[config.mk]
export PLATFORM = sky130hd
export DESIGN_NAME = streaming_k_smallest_tracker
export DESIGN_NICKNAME = d
export VERILOG_FILES = /design/src/hw/rtl/skr_pkg.sv /design/src/hw/rtl/streaming_k_smallest_tracker.sv /design/src/hw/rtl/skr_cell.sv
export SDC_FILE = /design/constraint.sdc
export NUM_CORES = 2
export LEC_CHECK = 0
export BUFFER_PORTS_ARGS = -buffer_cell sky130_fd_sc_hd__buf_2
export CAP_MARGIN = 20
export CORE_UTILIZATION = 30
export CTS_CLUSTER_DIAMETER = 30
export CTS_CLUSTER_SIZE = 14
export DETAILED_ROUTE_END_ITERATION = 10
export PLACE_DENSITY = 0.51
export REMOVE_ABC_BUFFERS = 1
export SETUP_SLACK_MARGIN = 0.15
export SYNTH_ARGS = -nofsm -noshare
export SYNTH_HDL_FRONTEND = slang
export SYNTH_SLANG_ARGS = --single-unit
[constraint.sdc]
create_clock -name clk -period 14.55 [get_ports clk]
set_clock_uncertainty 0.15 [all_clocks]
set_input_delay 1.455 -clock clk [delete_from_list [all_inputs] [get_ports clk]]
set_output_delay 1.455 -clock clk [all_outputs]
set_load 0.03 [all_outputs]
[src/hw/rtl/skr_pkg.sv]
// Shared types and constants for the k-smallest tracker.
// No dependencies; imported by the cell, the top level and the testbench.
package skr_pkg;

    localparam int K_MAX = 16;
    localparam int CNT_W = $clog2(K_MAX + 1);
    localparam int VAL_W = 32;
    localparam int K_W   = 5;

    typedef enum logic [1:0] {
        OP_HOLD,
        OP_INSERT,
        OP_REPLACE,
        OP_SHIFT
    } skr_op_t;

    typedef struct packed {
        skr_op_t                  op;
        logic signed [VAL_W-1:0] sample;
    } skr_ctrl_t;

    typedef struct packed {
        logic signed [VAL_W-1:0] value;
        logic                    ge_ins;
        logic                    ge_rep;
    } skr_link_t;

endpackage

[src/hw/rtl/streaming_k_smallest_tracker.sv]
// Channel   Dir  Payload
// s_*       in   tdata[31:0] sample_value, tlast end_of_set
// m_*       out  tdata[31:0] kept_value, tlast last_of_run, tuser[0] too_few
// cfg_*     in   cfg_wdata[4:0] k_count, written when cfg_we is high
//
// Ordinary values: one transfer per cycle unless a result awaits m_tready; every cell
// compares and shifts at once. Final value: one result per cycle while m_tready is high
// (count results shifted out of cell 0, no input taken), or one zero result with too_few.
// Reset clears the count and sets k_count to 1; no clearing pass is needed.
// Depends on skr_pkg and skr_cell.
module streaming_k_smallest_tracker (
    input  logic        clk,
    input  logic        rst_n,
    input  logic        cfg_we,
    input  logic [4:0]  cfg_wdata,   // k_count
    input  logic        s_tvalid,
    output logic        s_tready,
    input  logic [31:0] s_tdata,     // sample_value
    input  logic        s_tlast,
    output logic        m_tvalid,
    input  logic        m_tready,
    output logic [31:0] m_tdata,     // kept_value
    output logic        m_tlast,
    output logic [0:0]  m_tuser      // too_few
);
    import skr_pkg::*;

    typedef enum logic {
        ST_COLLECT,
        ST_EMIT
    } state_t;

    state_t                  state_reg;
    logic [K_W-1:0]          k_reg;
    logic [CNT_W-1:0]        count_reg;
    logic                    out_valid_reg;
    logic [VAL_W-1:0]        out_data_reg;
    logic                    out_last_reg;
    logic                    out_few_reg;

    logic [CNT_W-1:0]        eff_k;
    logic [CNT_W-1:0]        count_next;
    logic                    accept;
    logic                    do_insert;
    logic                    do_replace;
    logic                    load_out;
    skr_ctrl_t               ctrl;
    skr_link_t               links [K_MAX];

    always_comb
    begin
        if (k_reg == '0)
            eff_k = CNT_W'(1);
        else if (int'(k_reg) > K_MAX)
            eff_k = CNT_W'(K_MAX);
        else
            eff_k = CNT_W'(k_reg);
    end

    assign s_tready   = (state_reg == ST_COLLECT) && (!out_valid_reg || m_tready);
    assign accept     = s_tvalid && s_tready;
    assign do_insert  = count_reg < eff_k;
    assign do_replace = !do_insert && ($signed(s_tdata) < links[0].value);
    assign load_out   = (state_reg == ST_EMIT) && (!out_valid_reg || m_tready);
    assign count_next = do_insert ? count_reg + CNT_W'(1) : count_reg;

    always_comb
    begin
        ctrl.sample = $signed(s_tdata);
        if (accept && do_insert)
            ctrl.op = OP_INSERT;
        else if (accept && do_replace)
            ctrl.op = OP_REPLACE;
        else if (load_out)
            ctrl.op = OP_SHIFT;
        else
            ctrl.op = OP_HOLD;
    end

    for (genvar i = 0; i < K_MAX; i++)
    begin : g_cell
        skr_link_t          prev_link;
        logic signed [31:0] next_value;
        logic               valid_next;

        if (i == 0)
        begin : g_head
            assign prev_link.value  = $signed(s_tdata);
            assign prev_link.ge_ins = 1'b1;
            assign prev_link.ge_rep = 1'b1;
        end
        else
        begin : g_body
            assign prev_link = links[i-1];
        end

        if (i == K_MAX - 1)
        begin : g_tail
            assign next_value = '0;
            assign valid_next = 1'b0;
        end
        else
        begin : g_mid
            assign next_value = links[i+1].value;
            assign valid_next = count_reg > CNT_W'(i + 1);
        end

        skr_cell u_cell (
            .clk        (clk),
            .ctrl       (ctrl),
            .valid_self (count_reg > CNT_W'(i)),
            .valid_next (valid_next),
            .prev_link  (prev_link),
            .next_value (next_value),
            .link       (links[i])
        );
    end

    always_ff @(posedge clk or negedge rst_n)
    begin
        if (!rst_n)
        begin
            state_reg     <= ST_COLLECT;
            k_reg         <= K_W'(1);
            count_reg     <= '0;
            out_valid_reg <= 1'b0;
        end
        else
        begin
            if (out_valid_reg && m_tready)
                out_valid_reg <= 1'b0;
            case (state_reg)
                ST_COLLECT:
                begin
                    if (accept)
                    begin
                        count_reg <= count_next;
                        if (s_tlast)
                        begin
                            if (count_next < eff_k)
                            begin
                                out_valid_reg <= 1'b1;
                                out_data_reg  <= '0;
                                out_last_reg  <= 1'b1;
                                out_few_reg   <= 1'b1;
                                count_reg     <= '0;
                            end
                            else
                                state_reg <= ST_EMIT;
                        end
                    end
                end
                ST_EMIT:
                begin
                    if (load_out)
                    begin
                        out_valid_reg <= 1'b1;
                        out_data_reg  <= links[0].value;
                        out_last_reg  <= (count_reg == CNT_W'(1));
                        out_few_reg   <= 1'b0;
                        count_reg     <= count_reg - CNT_W'(1);
                        if (count_reg == CNT_W'(1))
                            state_reg <= ST_COLLECT;
                    end
                end
                default:
                    state_reg <= ST_COLLECT;
            endcase
            if (cfg_we)
            begin
                k_reg     <= cfg_wdata;
                count_reg <= '0;
                state_reg <= ST_COLLECT;
            end
        end
    end

    assign m_tvalid   = out_valid_reg;
    assign m_tdata    = out_data_reg;
    assign m_tlast    = out_last_reg;
    assign m_tuser[0] = out_few_reg;

endmodule

[src/hw/rtl/skr_cell.sv]
// One cell of the sorted insertion chain: holds one kept value.
// Depends on skr_pkg for the operation code and link structs.
module skr_cell (
    input  logic                      clk,
    input  skr_pkg::skr_ctrl_t        ctrl,
    input  logic                      valid_self,
    input  logic                      valid_next,
    input  skr_pkg::skr_link_t        prev_link,
    input  logic signed [31:0]        next_value,
    output skr_pkg::skr_link_t        link
);
    import skr_pkg::*;

    logic signed [VAL_W-1:0] value_reg;
    logic signed [VAL_W-1:0] value_next;
    logic                    ge_ins;
    logic                    ge_rep;

    assign ge_ins = valid_self && (value_reg >= ctrl.sample);
    assign ge_rep = valid_next && (next_value >= ctrl.sample);

    always_comb
    begin
        case (ctrl.op)
            OP_INSERT:
            begin
                if (ge_ins)
                    value_next = value_reg;
                else if (prev_link.ge_ins)
                    value_next = ctrl.sample;
                else
                    value_next = prev_link.value;
            end
            OP_REPLACE:
            begin
                if (ge_rep)
                    value_next = next_value;
                else if (prev_link.ge_rep)
                    value_next = ctrl.sample;
                else
                    value_next = value_reg;
            end
            OP_SHIFT:
                value_next = next_value;
            default:
                value_next = value_reg;
        endcase
    end

    always_ff @(posedge clk)
    begin
        value_reg <= value_next;
    end

    assign link.value  = value_reg;
    assign link.ge_ins = ge_ins;
    assign link.ge_rep = ge_rep;

endmodule

Yosys cells after proc, flatten, opt, wreduce, memory -nomap -nowiden
Cells that the tools add are included.
- $add $sub $neg: 2
- multipliers: 0
- div/mod/pow operators: 0
- order comparisons: 36
- equality and inequality tests: 13
- shift-type cells: 0
- mux-type cells: 86
- bitwise logic cells: 1
- reduce and logical (&&, ||, !) cells: 33
- operators by type and width (kind ; number):
    case mux 32 bit (3 select lines) ; 16
    two-way mux 32 bit ; 37
    >= comparator 32 bit ; 16
    case mux 32 bit (2 select lines) ; 1
    > comparator 5 x 4 -> 1 bit (second input constant) ; 8
    two-way mux 5 bit ; 8
    < comparator 32 bit ; 1
    logical AND 1 bit ; 23
    > comparator 5 x 3 -> 1 bit (second input constant) ; 4
    two-way mux 1 bit ; 16
    > comparator 5 x 1 -> 1 bit (second input constant) ; 2
    > comparator 5 x 2 -> 1 bit (second input constant) ; 2
    < comparator 5 bit ; 2
    case mux 5 bit (2 select lines) ; 1
    inequality test 2 bit (second input constant) ; 4
    case mux 1 bit (2 select lines) ; 4
    AND reduction 2 bit ; 4
    two-way mux 2 bit ; 3
    inequality test 2 x 1 -> 1 bit (second input constant) ; 3
    adder 5 x 1 -> 5 bit (second input constant) ; 1
    equality test 5 x 1 -> 1 bit (second input constant) ; 1
    > comparator 5 bit (second input constant) ; 1
    zero test 5 bit ; 1
    AND reduction 5 bit ; 1
    other kinds (9) ; 11
- flip-flop bits (word level): 558
- bits in latches: 0
- memory bits (writable): 0
- ROM bits: 0
- output and inout bits: 36
- logic and storage cells: 194
- memories: 0

Longest topological paths before layout
- word-level depth: 12
- depth in mapped cells: 19
- gate-level depth less buffers: 18

By module
Synthesis repeated with hierarchy kept, for this count alone.
- cells, all modules: 6365
- area, all modules: 58623.7 µm²
- by module, submodules not included (module ; instances ; cells an instance ; area each (µm²) ; seq. area each (µm²)):
    skr_cell ; 16 ; 377 ; 3463.3 ; 960.9
    streaming_k_smallest_tracker ; 1 ; 333 ; 3210.6 ; 1322.5

Worst setup path after synthesis
OpenSTA, ideal clock, no wires.
- path type: input to register
- from: in s_tdata[1]
- to: reg g_cell[10].u_cell.value_reg[0], enable pin
- data arrival time: 10354 ps
- required time: 11379 ps
- slack: 1025 ps
- cell stages on the path: 11
- cell sequence: clkbuf_1 -> clkbuf_1 -> inv_1 -> ha_1 -> nor2b_1 -> o211ai_1 -> a2111o_1 -> a41oi_2 -> o31ai_1 -> or2_2 -> nand2_1
- longest elaborated chain between the ends: 7
- elaborated cells on any way between the ends: 9
- those cells by class: 1 x order compare; 3 x eq/ne; 2 x mux; 3 x reduce/logical
- RTL lines (element ; RTL line ; source):
    start, declared ; streaming_k_smallest_tracker.sv:18 ; input logic [31:0] s_tdata,
    < comparator 32 bit * ; streaming_k_smallest_tracker.sv:63 ; assign do_replace = !do_insert && ($signed(s_tdata) < links[0].value);
    logical AND 1 bit * ; streaming_k_smallest_tracker.sv:63 ;
    logical AND 1 bit * ; streaming_k_smallest_tracker.sv:72 ; else if (accept && do_replace)
    two-way mux 2 bit * ; streaming_k_smallest_tracker.sv:72 ;
    two-way mux 2 bit * ; streaming_k_smallest_tracker.sv:70 ; if (accept && do_insert)
    equality test 2 x 1 -> 1 bit or equality test 2 bit (tied branches) ; skr_cell.sv:24 ; case (ctrl.op)
    nonzero test 3 bit (no source line) * ; -- ;
    end signal, assigned ; skr_cell.sv:52 ; value_reg <= value_next;
    end, declared ; skr_cell.sv:14 ; logic signed [VAL_W-1:0] value_reg;
Every way passes the cells marked *; elsewhere a longest branch is shown, timed or not.
A chain may end at the register's enable or synchronous reset.

Worst setup path in the final report
- from: in s_tdata[20]
- to: reg g_cell[9].u_cell.value_reg[3], enable pin
- longest elaborated chain between the ends: 7
- elaborated cells on any way between the ends: 9
- those cells by class: 1 x order compare; 3 x eq/ne; 2 x mux; 3 x reduce/logical
- RTL lines (element ; RTL line):
    < comparator 32 bit * ; streaming_k_smallest_tracker.sv:63
    logical AND 1 bit * ; streaming_k_smallest_tracker.sv:63
    logical AND 1 bit * ; streaming_k_smallest_tracker.sv:72
    two-way mux 2 bit * ; streaming_k_smallest_tracker.sv:72
    two-way mux 2 bit * ; streaming_k_smallest_tracker.sv:70
    equality test 2 x 1 -> 1 bit or equality test 2 bit (tied branches) ; skr_cell.sv:24
    nonzero test 3 bit (no source line) * ; --
    end signal, assigned ; skr_cell.sv:52
    end, declared ; skr_cell.sv:14
Marks and branches as above.

==> flow_metrics.env <==
export IMPL_status="finished, final reports clean"
export IMPL_worst_slew_pin_slew_ns=1.30
export IMPL_postCtsSetupRepairBufs=0
export IMPL_cts_root_buf="clkbuf_16"
export IMPL_fin_cells=6820
export IMPL_power_density_nw_per_um2=315
export IMPL_numCtsBuffers=173
export IMPL_grt_max_degree=149
export IMPL_die_area_um2=155000
export IMPL_fill_cells=15100
export IMPL_startpoint="s_tdata[20]"
export IMPL_grt_setup_unrepaired="false"
export IMPL_holdBufCountCts=0
export IMPL_path_clk_slew_ns=0.04
export IMPL_syn_to_final_growth_pct=18.2
export IMPL_worstReg2RegStart="g_cell[0].u_cell.value_reg[22]"
export IMPL_min_path_type="flip-flop to flip-flop"
export IMPL_grt_pass1_wl_mm=294
export IMPL_antenna_found_initial=12
export IMPL_ys_seq_area_share_pct=36.2
export IMPL_worstPathRequired_ns=14.80
export IMPL_first_global_vias=40500
export IMPL_nets=5211
export IMPL_final_seq_area_um2=16700
export IMPL_max_freq_mhz=138
export IMPL_row_count=143
export IMPL_total_power_mw=17.2
export IMPL_finalCritPeriodShare_pct=49.9
export IMPL_report_final_slew_viol_count=0
export IMPL_endpoint_kind="flip-flop"
export IMPL_max_stage_delay_ns=0.95
export IMPL_hpwl_mm=138
export IMPL_fin_crit_ns=7.26
export IMPL_synth_avg_cell_area_um2=9.95
export IMPL_multiInputGateArea_um2=27700
export IMPL_drt_iter0_markers=5621
export IMPL_cts_resized=0
export IMPL_crit_slowest_cell="buf_4"
export IMPL_ir_drop_uv=206
export IMPL_fin_tns_setup_ns=0
export IMPL_crit_path_max_fanout=71
export IMPL_drive_above_1_share_pct=14.1
export IMPL_synth_seq_cells=558
export IMPL_grt_usage_pct=25.6
export IMPL_worstSetupPathType="input pin to flip-flop"
export IMPL_finalHoldViolCount=0
export IMPL_setup_viol=0
export IMPL_ioPinCount=79
export IMPL_hp_start="k_reg[0]"
export IMPL_die_x_um=394
export IMPL_p_leak_nw=22.4
export IMPL_port_buffers=78
export IMPL_critPathArrivalTime_ns=7.51
export IMPL_post_route_drc_count=0
export IMPL_die_h_um=394
export IMPL_htreeDepth=4
export IMPL_synth_cell_types=94
export IMPL_drt_antenna_violating_nets=0
export IMPL_maxSlewHeadroom_pct=13.0
export IMPL_cts_tree="done"
export IMPL_cp_cell_sequence="buf_2, inv_1, buf_4, ha_1, nand4_1, nor4_1, a311oi_1, a41oi_2, o31ai_1, or2_2, nand2_4, buf_4, buf_4"
export IMPL_crit_family="buffers and inverters"
export IMPL_crit_path_frequent_cell="buf_4"
export IMPL_max_cap_viol_count=0
export IMPL_drtPass1Iterations=11
export IMPL_yosys_most_used_dff="edfxtp_1"
export IMPL_synthesis_area_um2=46100
export IMPL_vias_per_cell=6.30
export IMPL_worst_setup_path_start_kind="input pin"
export IMPL_cts_path_max_buffers=3
export IMPL_async_flop_share_pct=2.15
export IMPL_dp_cells=6495
export IMPL_ys_warn_count=0
export IMPL_routabilityCongestion=0.936
export IMPL_final_util_pct=35.8
export IMPL_grt_ovfl_total=0
export IMPL_route_vias_total=43000
export IMPL_core_area_um2=152000
export IMPL_crit_buf_inv=5
export IMPL_wl_mm=205
export IMPL_clkSinkCount=558
export IMPL_floorplan_initialDensity_pct=30.3
export IMPL_routedWlPerCell_um=30.1
export IMPL_netlist_instances=4632
export IMPL_worstSkewPairLatency_ns=0.80
export IMPL_synth_edf_count=546
export IMPL_largest_register_ffs=512
cells in the final DEF, fill, tap and decap left out, types with 21 or more instances in the layout:
| cell type | netlist | routed |
|---|---|---|
| a31oi_1 | 37 | 37 |
| a21o_1 | 117 | 114 |
| nand3_1 | 35 | 35 |
| a211oi_1 | 49 | 49 |
| clkinv_2 | 0 | 40 |
| nand2b_1 | 25 | 24 |
| o221ai_1 | 39 | 39 |
| clkbuf_1 | 240 | 24 |
| o211ai_1 | 45 | 45 |
| a22o_1 | 59 | 59 |
| nand4_1 | 88 | 88 |
| and2_1 | 62 | 61 |
| nand2_1 | 245 | 241 |
| mux2i_1 | 250 | 248 |
| o32ai_1 | 21 | 21 |
| o21ai_0 | 272 | 268 |
| mux2_2 | 113 | 113 |
| nor2b_1 | 28 | 27 |
| buf_4 | 3 | 128 |
| o2bb2ai_1 | 52 | 51 |
| clkinv_1 | 0 | 41 |
| and3_1 | 37 | 36 |
| nor2_1 | 317 | 312 |
| a32o_1 | 34 | 34 |
| clkbuf_16 | 0 | 174 |
| a222oi_1 | 103 | 103 |
| o21ai_1 | 81 | 69 |
| a221o_1 | 219 | 219 |
| edfxtp_1 | 546 | 546 |
| a211o_1 | 78 | 78 |
| inv_1 | 145 | 145 |
| ha_1 | 525 | 525 |
| a21oi_1 | 391 | 386 |
| buf_2 | 109 | 79 |
stage by stage:
stage	worst slack (ns)	instance area (um^2)	hold WS, ns
5_1_grt	7.11	54500	0.399
3_5_place_dp	6.59	48900	0.370
4_1_cts	7.40	54400	0.364
2_1_floorplan	1.29	44500	0.326
3_3_place_gp	6.69	48800	0.355
6_report	7.29	54500	0.365
kinds of logic after synthesis:
family | Yosys count | synth area share (%)
buffers and inverters | 522 | 4.60
multiplexers | 363 | 8.19
flip-flops | 558 | 36.2
AND/OR/NAND/NOR | 926 | 9.54
AO/OA/AOI/OAI | 1733 | 27.1
adder cells (fa/ha/maj) | 525 | 14.3
XOR/XNOR | 5 | 0.0950
worst min-delay path: cells and delay by family (launching register included):
| family | cells | cell delay (ns) |
|---|---|---|
| flip-flops | 1 | 0.36 |
| buffers and inverters | 1 | 0.06 |
| AO/OA/AOI/OAI | 1 | 0.08 |
synthesized netlist by cell type (7+ instances only):
| cell type | number | area (um^2) |
|---|---|---|
| nand3_1 | 35 | 175 |
| o221ai_1 | 39 | 342 |
| nor3_1 | 26 | 130 |
| and4_1 | 16 | 140 |
| o2bb2ai_1 | 52 | 455 |
| o21ai_1 | 81 | 405 |
| inv_1 | 145 | 544 |
| a222oi_1 | 103 | 1030 |
| nand4_1 | 88 | 551 |
| nand2_1 | 245 | 920 |
| o32ai_1 | 21 | 184 |
| o31a_1 | 19 | 166 |
| dfrtp_1 | 11 | 275 |
| nand2b_1 | 25 | 156 |
| o21ai_0 | 272 | 1360 |
| and2_1 | 62 | 388 |
| a22oi_1 | 8 | 60.1 |
| clkbuf_1 | 240 | 901 |
| o22ai_1 | 7 | 43.8 |
| o21a_1 | 16 | 120 |
| nor2b_1 | 28 | 175 |
| nor4_1 | 10 | 62.6 |
| a32oi_1 | 10 | 87.6 |
| a21o_1 | 117 | 878 |
| a32o_1 | 34 | 340 |
| ha_1 | 525 | 6570 |
| a211o_1 | 78 | 683 |
| a22o_1 | 59 | 517 |
| nor2_1 | 317 | 1190 |
| a31oi_1 | 37 | 231 |
| a221o_1 | 219 | 2190 |
| o211ai_1 | 45 | 338 |
| mux2i_1 | 250 | 2500 |
| and3_1 | 37 | 231 |
| mux2_2 | 113 | 1270 |
| a21oi_1 | 391 | 1960 |
| buf_1 | 22 | 82.6 |
| edfxtp_1 | 546 | 16400 |
| a221oi_1 | 8 | 70.1 |
| buf_2 | 109 | 546 |
| a211oi_1 | 49 | 368 |
power by group:
group	leakage (nW)	internal, mW	total [mW]	switching [mW]
Sequential	5.49	3.45	4.69	1.24
Combinational	14.2	3.33	8.84	5.51
Clock	2.73	2.47	3.64	1.17
Total	22.4	9.25	17.2	7.92
worst paths after layout:
| check | end | slack [ns] | cells after the start |
|---|---|---|---|
| max in group asynchronous | k_reg[0] | 13.55 | 1 |
| setup reg to reg | g_cell[9].u_cell.value_reg[3] | 8.49 | 10 |
| setup / recovery | g_cell[9].u_cell.value_reg[3] | 7.29 | 13 |
| hold / removal | k_reg[0] | 0.36 | 2 |
| min in group asynchronous | count_reg[3] | 0.40 | 1 |
| hold reg to reg | k_reg[0] | 0.36 | 2 |
final cells by class:
class,instances,share of cell area [%]
Inverter,146,1.01
Sequential cell,558,30.6
Tap cell,2030,4.66
Clock inverter,118,2.01
Clock buffer,200,8.21
Timing Repair Buffer,212,2.62
Multi-Input combinational cell,3552,50.8
Antenna cell,4,0.0184
routing by layer:
metal / GRT usage, % / up-vias / share of wire (%) / routed length, um
met5: 0 / - / 0.0083 / 17
met4: 12.0 / 2 / 4.6 / 9500
met3: 6.08 / 499 / 9.9 / 20400
met2: 38.3 / 2454 / 43 / 88700
met1: 34.5 / 21400 / 42 / 86800
li1: - / 18700 / - / -
Note: power is estimated with default switching activity, not from simulation.
